==> config.mk <==
export PLATFORM = sky130hd
export DESIGN_NAME = bank_switch_scanline_irq_mapper_flat
export DESIGN_NICKNAME = d
export VERILOG_FILES = /design/src/rtl/bssim_pkg.sv /design/src/rtl/bssim_if.sv /design/src/rtl/bank_switch_scanline_irq_mapper.sv /design/src/flat_wrapper.sv
export SDC_FILE = /design/constraint.sdc
export NUM_CORES = 1
export LEC_CHECK = 0
export ABC_AREA = 1
export BUFFER_PORTS_ARGS = -buffer_cell sky130_fd_sc_hd__buf_2
export CORE_MARGIN = 2
export CORE_UTILIZATION = 60
export CTS_CLUSTER_SIZE = 20
export DETAILED_ROUTE_END_ITERATION = 16
export PLACE_DENSITY = 0.83
export SETUP_SLACK_MARGIN = 0.2
export SLEW_MARGIN = 20
export SYNTH_ARGS = -nofsm -noshare
export SYNTH_HDL_FRONTEND = slang
export SYNTH_SLANG_ARGS = --single-unit
==> constraint.sdc <==
create_clock -name clock -period 6 [get_ports clock]
set_input_delay 0.9 -clock clock [delete_from_list [all_inputs] [get_ports clock]]
set_output_delay 0.9 -clock clock [all_outputs]
set_load 0.005 [all_outputs]
==> src/rtl/bssim_pkg.sv <==
// types and constants for the bank switch scanline irq mapper
// no dependencies
package bssim_pkg;

   typedef enum logic [0:0] {
      OP_CPU_WRITE  = 1'b0,
      OP_VIDEO_READ = 1'b1
   } opcode_type;

   localparam int ADDR_W     = 16;
   localparam int DATA_W     = 8;
   localparam int COUNT_W    = 7;
   localparam int BANK_W     = 8;
   localparam int NUM_BANKS  = 8;
   localparam int BANK_IDX_W = 3;
   localparam int FILTER_W   = 16;

   typedef logic [ADDR_W-1:0]  addr_type;
   typedef logic [DATA_W-1:0]  data_type;
   typedef logic [COUNT_W-1:0] count_type;
   typedef logic [BANK_W-1:0]  bank_type;

   // cpu write decode
   localparam addr_type DECODE_MASK     = 16'hE001;
   localparam addr_type REG_BANK_SELECT = 16'h8000;
   localparam addr_type REG_BANK_DATA   = 16'h8001;
   localparam addr_type REG_MIRROR      = 16'hA000;
   localparam addr_type REG_IRQ_LATCH   = 16'hC000;
   localparam addr_type REG_IRQ_RELOAD  = 16'hC001;
   localparam addr_type REG_IRQ_DISABLE = 16'hE000;
   localparam addr_type REG_IRQ_ENABLE  = 16'hE001;

   // video side
   localparam addr_type PALETTE_BASE = 16'h3F00;
   localparam int       A12_BIT      = 12;

   localparam logic [FILTER_W-1:0] FILTER_LOAD = 16'h8000;
   localparam count_type           PRG_COUNT_RESET = 7'd32;

endpackage

==> src/rtl/bssim_if.sv <==
// valid/ready channel interfaces for mapper requests and responses
// depends on bssim_pkg
interface bssim_req_if;
   import bssim_pkg::*;
   logic       valid;
   logic       ready;
   opcode_type opcode;
   addr_type   address;
   data_type   write_data;

   modport source (output valid, output opcode, output address, output write_data,
                   input ready);
   modport sink   (input valid, input opcode, input address, input write_data,
                   output ready);
endinterface

interface bssim_rsp_if;
   logic        valid;
   logic        ready;
   logic [31:0] prg_banks;
   logic [63:0] chr_banks;
   logic        mirror_vertical;
   logic        irq_line;

   modport source (output valid, output prg_banks, output chr_banks,
                   output mirror_vertical, output irq_line, input ready);
   modport sink   (input valid, input prg_banks, input chr_banks,
                   input mirror_vertical, input irq_line, output ready);
endinterface

==> src/rtl/bank_switch_scanline_irq_mapper.sv <==
// a request passes the input register, then the result register, before its response is valid
// throughput: one transfer per cycle; the only stall comes from a held response
// the register decode, scanline counter and bank muxes are combinational between the two registers
// reset: synchronous active high, restores all mapper registers and empties
// both pipeline stages; prg bank count returns to 32
module bank_switch_scanline_irq_mapper (
   input  logic                  clock,
   input  logic                  reset,
   bssim_req_if.sink             req_if,
   bssim_rsp_if.source           rsp_if,
   input  logic                  csr_write_enable,
   input  bssim_pkg::count_type  csr_write_data
);
   import bssim_pkg::*;

   // input stage
   logic       in_valid_ff;
   opcode_type in_opcode_ff;
   addr_type   in_address_ff;
   data_type   in_data_ff;

   // result stage
   logic        out_valid_ff;
   logic [31:0] out_prg_ff, out_prg_in;
   logic [63:0] out_chr_ff, out_chr_in;
   logic        out_mirror_ff;
   logic        out_irq_ff;

   // mapper state
   count_type             prg_count_ff;
   bank_type              bank_regs_ff [NUM_BANKS];
   bank_type              bank_regs_in [NUM_BANKS];
   logic [BANK_IDX_W-1:0] bank_index_ff, bank_index_in;
   logic                  prg_mode_ff, prg_mode_in;
   logic                  chr_mode_ff, chr_mode_in;
   logic                  mirror_ff, mirror_in;
   bank_type              reload_latch_ff, reload_latch_in;
   bank_type              counter_ff, counter_in;
   logic                  reload_req_ff, reload_req_in;
   logic                  irq_enable_ff, irq_enable_in;
   logic                  irq_pending_ff, irq_pending_in;
   logic [FILTER_W-1:0]   filter_ff, filter_in;
   logic                  last_a12_ff, last_a12_in;

   logic     advance;
   logic     do_step;
   logic     a12;
   addr_type decoded;
   bank_type fix2, fix1;
   bank_type r0lo, r0hi, r1lo, r1hi;

   // the result register frees up when empty or when its transfer completes
   assign advance       = !out_valid_ff || rsp_if.ready;
   assign req_if.ready  = !in_valid_ff || advance;
   assign do_step       = in_valid_ff && advance;

   assign rsp_if.valid           = out_valid_ff;
   assign rsp_if.prg_banks       = out_prg_ff;
   assign rsp_if.chr_banks       = out_chr_ff;
   assign rsp_if.mirror_vertical = out_mirror_ff;
   assign rsp_if.irq_line        = out_irq_ff;

   assign decoded = in_address_ff & DECODE_MASK;
   assign a12     = in_address_ff[A12_BIT];

   // state update for the item in the input register
   always_comb begin
      bank_regs_in    = bank_regs_ff;
      bank_index_in   = bank_index_ff;
      prg_mode_in     = prg_mode_ff;
      chr_mode_in     = chr_mode_ff;
      mirror_in       = mirror_ff;
      reload_latch_in = reload_latch_ff;
      counter_in      = counter_ff;
      reload_req_in   = reload_req_ff;
      irq_enable_in   = irq_enable_ff;
      irq_pending_in  = irq_pending_ff;
      filter_in       = filter_ff;
      last_a12_in     = last_a12_ff;
      if (do_step) begin
         if (in_opcode_ff == OP_CPU_WRITE) begin
            unique case (decoded)
               REG_BANK_SELECT: begin
                  bank_index_in = in_data_ff[BANK_IDX_W-1:0];
                  prg_mode_in   = in_data_ff[6];
                  chr_mode_in   = in_data_ff[7];
               end
               REG_BANK_DATA: begin
                  bank_regs_in[bank_index_ff] = in_data_ff;
               end
               REG_MIRROR: begin
                  mirror_in = in_data_ff[0];
               end
               REG_IRQ_LATCH: begin
                  reload_latch_in = in_data_ff;
               end
               REG_IRQ_RELOAD: begin
                  reload_req_in = 1'b1;
               end
               REG_IRQ_DISABLE: begin
                  irq_enable_in  = 1'b0;
                  irq_pending_in = 1'b0;
               end
               REG_IRQ_ENABLE: begin
                  irq_enable_in = 1'b1;
               end
               default: begin
               end
            endcase
         end else if (in_address_ff < PALETTE_BASE) begin
            // palette reads leave the counter and filter untouched
            if (!last_a12_ff && a12) begin
               if (filter_ff == '0) begin
                  // reload on zero or on request, else count down
                  if (counter_ff == '0 || reload_req_ff) begin
                     counter_in    = reload_latch_ff;
                     reload_req_in = 1'b0;
                  end else begin
                     counter_in = counter_ff - 8'd1;
                  end
                  if (counter_in == '0 && irq_enable_ff) begin
                     irq_pending_in = 1'b1;
                  end
               end
               // every rising edge rearms the filter, filtered or not
               filter_in = FILTER_LOAD;
            end else begin
               filter_in = filter_ff >> 1;
            end
            last_a12_in = a12;
         end
      end
   end

   // bank mapping seen after this item; fixed banks wrap modulo 256
   assign fix2 = {1'b0, prg_count_ff} - 8'd2;
   assign fix1 = {1'b0, prg_count_ff} - 8'd1;
   assign r0lo = bank_regs_in[0] & 8'hFE;
   assign r0hi = bank_regs_in[0] | 8'h01;
   assign r1lo = bank_regs_in[1] & 8'hFE;
   assign r1hi = bank_regs_in[1] | 8'h01;

   always_comb begin
      if (!prg_mode_in) begin
         out_prg_in = {fix1, fix2, bank_regs_in[7], bank_regs_in[6]};
      end else begin
         out_prg_in = {fix1, bank_regs_in[6], bank_regs_in[7], fix2};
      end
      // 2K pairs and 1K slots trade halves with the chr mode
      if (!chr_mode_in) begin
         out_chr_in = {bank_regs_in[5], bank_regs_in[4], bank_regs_in[3], bank_regs_in[2],
                       r1hi, r1lo, r0hi, r0lo};
      end else begin
         out_chr_in = {r1hi, r1lo, r0hi, r0lo,
                       bank_regs_in[5], bank_regs_in[4], bank_regs_in[3], bank_regs_in[2]};
      end
   end

   // pipeline control and mapper state
   always_ff @(posedge clock) begin
      if (reset) begin
         in_valid_ff     <= 1'b0;
         out_valid_ff    <= 1'b0;
         prg_count_ff    <= PRG_COUNT_RESET;
         for (int i = 0; i < NUM_BANKS; i++) begin
            bank_regs_ff[i] <= (i == NUM_BANKS - 1) ? 8'd1 : 8'd0;
         end
         bank_index_ff   <= '0;
         prg_mode_ff     <= 1'b0;
         chr_mode_ff     <= 1'b0;
         mirror_ff       <= 1'b0;
         reload_latch_ff <= '0;
         counter_ff      <= '0;
         reload_req_ff   <= 1'b0;
         irq_enable_ff   <= 1'b0;
         irq_pending_ff  <= 1'b0;
         filter_ff       <= '0;
         last_a12_ff     <= 1'b0;
      end else begin
         if (req_if.ready) begin
            in_valid_ff <= req_if.valid;
         end
         if (advance) begin
            out_valid_ff <= in_valid_ff;
         end
         if (csr_write_enable) begin
            prg_count_ff <= csr_write_data;
         end
         bank_regs_ff    <= bank_regs_in;
         bank_index_ff   <= bank_index_in;
         prg_mode_ff     <= prg_mode_in;
         chr_mode_ff     <= chr_mode_in;
         mirror_ff       <= mirror_in;
         reload_latch_ff <= reload_latch_in;
         counter_ff      <= counter_in;
         reload_req_ff   <= reload_req_in;
         irq_enable_ff   <= irq_enable_in;
         irq_pending_ff  <= irq_pending_in;
         filter_ff       <= filter_in;
         last_a12_ff     <= last_a12_in;
      end
   end

   // payload registers, no reset needed
   always_ff @(posedge clock) begin
      if (req_if.ready && req_if.valid) begin
         in_opcode_ff  <= req_if.opcode;
         in_address_ff <= req_if.address;
         in_data_ff    <= req_if.write_data;
      end
      if (do_step) begin
         out_prg_ff    <= out_prg_in;
         out_chr_ff    <= out_chr_in;
         out_mirror_ff <= mirror_in;
         out_irq_ff    <= irq_pending_in;
      end
   end

endmodule

==> src/flat_wrapper.sv <==
// flat-port wrapper written by rule: the top's interface ports become plain ports
module bank_switch_scanline_irq_mapper_flat import bssim_pkg::*;
  (clock, reset, csr_write_enable, csr_write_data, req_if_valid, req_if_opcode, req_if_address, req_if_write_data, req_if_ready, rsp_if_valid, rsp_if_prg_banks, rsp_if_chr_banks, rsp_if_mirror_vertical, rsp_if_irq_line, rsp_if_ready);
  bssim_req_if req_if_i ();
  bssim_rsp_if rsp_if_i ();
  input  logic clock;
  input  logic reset;
  input  logic csr_write_enable;
  input  bssim_pkg::count_type csr_write_data;
  input wire logic [$bits(req_if_i.valid)-1:0] req_if_valid;
  input wire logic [$bits(req_if_i.opcode)-1:0] req_if_opcode;
  input wire logic [$bits(req_if_i.address)-1:0] req_if_address;
  input wire logic [$bits(req_if_i.write_data)-1:0] req_if_write_data;
  output wire logic [$bits(req_if_i.ready)-1:0] req_if_ready;
  output wire logic [$bits(rsp_if_i.valid)-1:0] rsp_if_valid;
  output wire logic [$bits(rsp_if_i.prg_banks)-1:0] rsp_if_prg_banks;
  output wire logic [$bits(rsp_if_i.chr_banks)-1:0] rsp_if_chr_banks;
  output wire logic [$bits(rsp_if_i.mirror_vertical)-1:0] rsp_if_mirror_vertical;
  output wire logic [$bits(rsp_if_i.irq_line)-1:0] rsp_if_irq_line;
  input wire logic [$bits(rsp_if_i.ready)-1:0] rsp_if_ready;
  assign req_if_i.valid = req_if_valid;
  assign req_if_i.opcode = req_if_opcode;
  assign req_if_i.address = req_if_address;
  assign req_if_i.write_data = req_if_write_data;
  assign req_if_ready = req_if_i.ready;
  assign rsp_if_valid = rsp_if_i.valid;
  assign rsp_if_prg_banks = rsp_if_i.prg_banks;
  assign rsp_if_chr_banks = rsp_if_i.chr_banks;
  assign rsp_if_mirror_vertical = rsp_if_i.mirror_vertical;
  assign rsp_if_irq_line = rsp_if_i.irq_line;
  assign rsp_if_i.ready = rsp_if_ready;
  bank_switch_scanline_irq_mapper u_core (.clock(clock), .reset(reset), .req_if(req_if_i), .rsp_if(rsp_if_i), .csr_write_enable(csr_write_enable), .csr_write_data(csr_write_data));
endmodule
# Word level (Yosys, flattened, before mapping)
# Index checks and enable logic that the tools add are counted.
dict set report totals {
  regBits 238
  in_bits 37
  out_inout_bits 100
  word_cells 113
}
dict set report op_classes {
  add_sub_neg 3
  n_lt_le_gt_ge 3
  eq_ne 11
  n_mux 38
  bitwise_logic 2
  reduce_logical 23
}
# cell count
set ops {}
lappend ops {{64-bit 2-to-1 mux} 4}
lappend ops {{64-bit bitwise mux} 1}
lappend ops {{8-bit 2-to-1 mux} 7}
lappend ops {{4-bit == test (second input constant)} 7}
lappend ops {{8-bit demux with 3-bit select} 1}
lappend ops {{24-bit 2-to-1 mux} 1}
lappend ops {{1-bit 2-to-1 mux} 22}
lappend ops {{16-bit zero test} 1}
lappend ops {{8-bit zero test} 2}
lappend ops {{16-bit by 14-bit < comparator with 1-bit output (second input constant)} 1}
lappend ops {{16-bit 2-to-1 mux} 1}
lappend ops {{3-bit AND reduction} 5}
lappend ops {{2-bit inequality test (second input constant)} 4}
lappend ops {{7-bit by 1-bit subtractor with 8-bit output (second input constant)} 1}
lappend ops {{7-bit by 2-bit subtractor with 8-bit output (second input constant)} 1}
lappend ops {{8-bit by 1-bit subtractor with 8-bit output (second input constant)} 1}
lappend ops {{6-bit AND reduction} 1}
lappend ops {{1-bit logical AND} 5}
lappend ops {{5-bit AND reduction} 1}
lappend ops {{4-bit >= comparator (second input constant)} 1}
lappend ops {{4-bit by 1-bit < comparator with 1-bit output (second input constant)} 1}
lappend ops {{3-bit inverter with 4-bit output} 1}
lappend ops {{2-bit nonzero test} 2}
lappend ops {{1-bit zero test} 3}
lappend ops {{3 further kinds} 5}

# Longest topological paths before layout
dict set report logic_depth {
  ltp_word 16
  mapped_depth 13
  depth_no_buf 13
}

# Least setup slack after synthesis
# No wires, ideal clock.
dict set report synth_timing {
  kind {in2reg}
  from {input rsp_if_ready}
  to {register u_core.out_chr_ff[53], in the netlist u_core.rsp_if.chr_banks[53], data pin}
  setup_ns 0.264
  arrival_time_ns 3.428
  required_time_ns 5.736
  path_slack_ns 2.308
  cell_stages 13
  n_path_buf 2
  path_cell_list {inv_1 > nand2_2 > nand2_2 > inv_2 > nand2_2 > nor4_4 > nand2_1 > o21ai_2 > buf_6 > inv_6 > buf_6 > nand2_2 > o21ai_2}
}
dict set report synth_via {
  elab_chain_len 4
  word_cells_on_any_way 5
  cone_classes {3 x mux; 2 x reduce/logical}
}
# item line_no
set synth_lines {}
lappend synth_lines {{start, declared} flat_wrapper.sv:20} ;# input wire logic [$bits(rsp_if_i.ready)-1:0] rsp_if_ready;
lappend synth_lines {{1-bit logical OR *} bank_switch_scanline_irq_mapper.sv:53} ;# assign advance = !out_valid_ff || rsp_if.ready;
lappend synth_lines {{1-bit logical AND *} bank_switch_scanline_irq_mapper.sv:55} ;# assign do_step = in_valid_ff && advance;
lappend synth_lines {{net u_core.do_step} bank_switch_scanline_irq_mapper.sv:46} ;# logic do_step;
lappend synth_lines {{64-bit 2-to-1 mux or 1-bit 2-to-1 mux (tied branches)} bank_switch_scanline_irq_mapper.sv:80} ;# if (do_step) begin
lappend synth_lines {{64-bit 2-to-1 mux *} bank_switch_scanline_irq_mapper.sv:150} ;# if (!chr_mode_in) begin
lappend synth_lines {{net u_core.out_chr_in[53]} bank_switch_scanline_irq_mapper.sv:25} ;# logic [63:0] out_chr_ff, out_chr_in;
lappend synth_lines {{end signal, assigned} bank_switch_scanline_irq_mapper.sv:213} ;# out_chr_ff <= out_chr_in;
lappend synth_lines {{end, declared} bank_switch_scanline_irq_mapper.sv:25}
# Mark *: on every way through the listed nets, which the timed path passes. The rest lies on a longest branch.
# A chain may end at the register's enable or synchronous reset.

# Worst setup path in the final report
dict set report layout_timing {
  from {input rsp_if_ready}
  to {register u_core.out_chr_ff[37], in the netlist u_core.rsp_if.chr_banks[37], data pin}
}
# Same word-level chain as after synthesis.

==> impl_metrics.toml <==
[status]
outcome = "completed"

[route]
ant_nets = 0
dr.pass1.iters = 6
viasPerCell = 5.42
wl_per_cell_um = 15.1
routed_wirelength_um = 19300
route.vias.total = 6938
drt_iter0_drc = 610
post-route-drc-count = 0

[setup_path]
cpPeakStageDelay_ns = 0.56
cp_data_arrival_time_ns = 3.83
cpMostUsedCell = "nand2_2"
path_delay_family = "buffers and inverters"
r2r-start = "u_core.rsp_if.valid"
rr_worst_depth = 11
path_max_fanout = 46
r2r_slack_ns = 2.59
crit_path_start_kind = "primary input"
cp-end-kind = "flop"
cp_cell_sequence = "buf_2 > inv_1 > nand2_2 > nand2_2 > clkinv_2 > nand2_2 > nor4_4 > nand2_1 > o21ai_2 > buf_4 > inv_6 > nand2_1 > o21ai_2"
worst-endpoint-required_ns = 6.24
reg2reg_to = "u_core.rsp_if.chr_banks[37]"
setup.worst_path.class = "in2reg"
critPathBufInv = 5
slowest_stage = "nor4_4"

[global_routing]
grt_usage = 0.234
gr-total-overflow = 0
antenna_found_initial = 0
grt_pass1_wl_um = 30400
grt_max_degree = 57
grt_pass1_vias = 6306

[place]
gp_congestion = 0.916
port_buffers = 129
placedCellCount = 1238
hpwl_um = 12600
dp_slack_ns = 1.96

[timing]
finalSetupViolations = 0
tightest_slew_ns = 0.866
drv_slew = 0
finalHoldViolCount = 0
fin_crit_sh = 0.599
min_period_ns = 3.59
fin_worst_skew_ns = 0.0185
relSlewSlack = 0.420
fin_setup_tns_ns = 0
clock.fmax_mhz = 278
finalHoldWorstSlack_ns = 0.457
setup_ws_ns = 2.41
rsz0062_at_grt = "no"

[layout]
finalNetCount = 1121
antenna_cells = 0
drive_above_1_share = 0.180
area_delta_synth_final_pct = 16.0
instances_no_fill = 1280
fillers = 1063

[power_and_ir_drop]
power_density_nw_per_um2 = 308
vdd_ir_drop_max_mv = 0.272
power.leakage_nw = 4.60
p_total_mw = 3.24

[clock_tree]
cts_setup_buffers = 0
ctsLongestPathBuffers = 3
clock_sinks = 229
postCtsHoldBufs = 0
cts_tree = "done"
numCtsBuffers = 23
cts_resized = 0
htree_levels = 1
insertion_delay_ns = 0.50
clk_pin_slew_ns = 0.06
cts_root_buf = "clkbuf_16"

[floorplanning]
start_util = 0.620
fp-row-count = 44
io_pins = 137
fp.dieArea_um2 = 16100
die_height_um = 127
core_um2 = 14600
dieWidth_um = 127

[logic_synthesis]
synth_top_area_share = 0.384
synth_nets = 1002
seq_area_frac_synth = 0.633
syn_inst = 960
yosys_warnings = 0
synth.area.top_cells = "edfxtp_1 (38%), dfxtp_1 (25%), nand2_1 (7.2%), o21ai_0 (6.0%), nor2_1 (4.9%)"
synth_top_cell_by_area = "edfxtp_1"
ys_seq_elements = 229
synth.distinct_cells = 30
synth_area_per_cell_um2 = 9.46
syn_area_um2 = 9080

[job]
cap_violations = 0

[hold_path]
hp-class = "reg2reg"
whs_path_depth = 2
hold-path-endpoint = "u_core.last_a12_ff"
min_from = "u_core.last_a12_ff"
-- worst max path at each step --
| stage | cells past startpoint | end | startpoint |
|---|---|---|---|
| after floorplan | 13 | u_core.rsp_if.chr_banks[53] | rsp_if_ready |
| after global placement | 13 | u_core.rsp_if.chr_banks[37] | rsp_if_ready |
| after detailed placement | 13 | u_core.rsp_if.chr_banks[37] | rsp_if_ready |
| after CTS | 13 | u_core.rsp_if.chr_banks[37] | rsp_if_ready |
| after global routing | 13 | u_core.rsp_if.chr_banks[43] | rsp_if_ready |
| final | 13 | u_core.rsp_if.chr_banks[37] | rsp_if_ready |
-- flip-flops by register name, summed over array words and instances, names as in the netlist, 3 cells and up --
name and flops:
u_core.bank_regs_ff 62, u_core.filter_ff 16, u_core.bank_index_ff 3, u_core.in_address_ff 9, u_core.prg_count_ff 7, u_core.counter_ff 8
u_core.reload_latch_ff 8, u_core.in_data_ff 8, u_core.rsp_if.prg_banks 32, u_core.rsp_if.chr_banks 64
-- metrics by stage --
stage                util  area, µm²
global placement    0.668       9790
finish              0.719      10500
global route        0.719      10500
floorplan               -       9080
detailed placement  0.668       9790
CTS                 0.719      10500
-- report_power, final --
| part | total, mW | internal [mW] | leakage (nW) | switching (mW) |
|---|---|---|---|---|
| sequential | 1.71 | 1.69 | 2.02 | 0.0239 |
| clock | 1.38 | 0.809 | 0.373 | 0.573 |
| combinational | 0.149 | 0.0486 | 2.21 | 0.101 |
-- placed cells by master, fill, tap and decap left out, types with 4 or more instances in the layout --
cell type  Yosys  layout
clkbuf_16      0      24
o21ai_1       29      29
inv_1        116     116
nor2_1       119     119
o21ai_2       13      13
nand3_1       27      27
o21ai_0      108     108
nor4_1         4       4
clkbuf_1      29       5
ha_1           5       5
buf_2          2     129
clkbuf_8       0       6
dfxtp_1      113     113
xor2_1        10      10
nand2_2        6       6
a21oi_1       62      62
nand4_1        6       6
nand2_1      173     173
edfxtp_1     116     116
clkinv_2       0       6
-- cell families (layout without fill, tap and decap cells) --
family | Yosys count | after routing | share of synthesized area
and+or+nand+nor | 341 | 341 | 0.153
xor gates and xnor gates | 10 | 10 | 0.00965
adders and majority gates | 5 | 5 | 0.00689
AOI/OAI and AO/OA | 216 | 216 | 0.126
buffers and inverters | 159 | 295 | 0.0719
DFF | 229 | 229 | 0.633
-- Yosys cell counts, drive strengths merged --
cell,number
ha,5
nor2,121
o21ai,150
nor3,2
o21a,1
nand4,6
edfxtp,116
a21oi,62
buf,9
nand2,179
nor4,5
a211oi,1
nand3,28
o211a,1
dfxtp,113
clkbuf,29
inv,121
xor2,10
a31oi,1
-- layer usage --
layer | part of all wire | wire length, µm | vias to the layer above | track usage
met2 | 0.49 | 9490 | 235 | 0.405
met4 | 0.026 | 506 | 0 | 0.0698
met1 | 0.42 | 8070 | 3253 | 0.309
met5 | 0 | 0 | - | 0
li1 | - | - | 3406 | -
met3 | 0.063 | 1220 | 44 | 0.0343
-- cell type report --
class	count	area (µm²)	share of cell area
Sequential cell	229	5750	0.546
Multi-Input combinational cell	572	2680	0.255
Clock buffer	35	702	0.0667
Timing Repair Buffer	132	668	0.0635
Inverter	121	460	0.0437
Tap cell	184	230	0.0219
Clock inverter	7	42.5	0.00404
-- worst register-to-register path: cells and delay by family, from the launching register on --
| family | cells | cell delay [ns] |
|---|---|---|
| buf+inv | 3 | 1.20 |
| simple gates | 6 | 1.26 |
| compound gates | 2 | 0.35 |
| flops | 1 | 0.33 |
(Power assumes the default switching activity.)
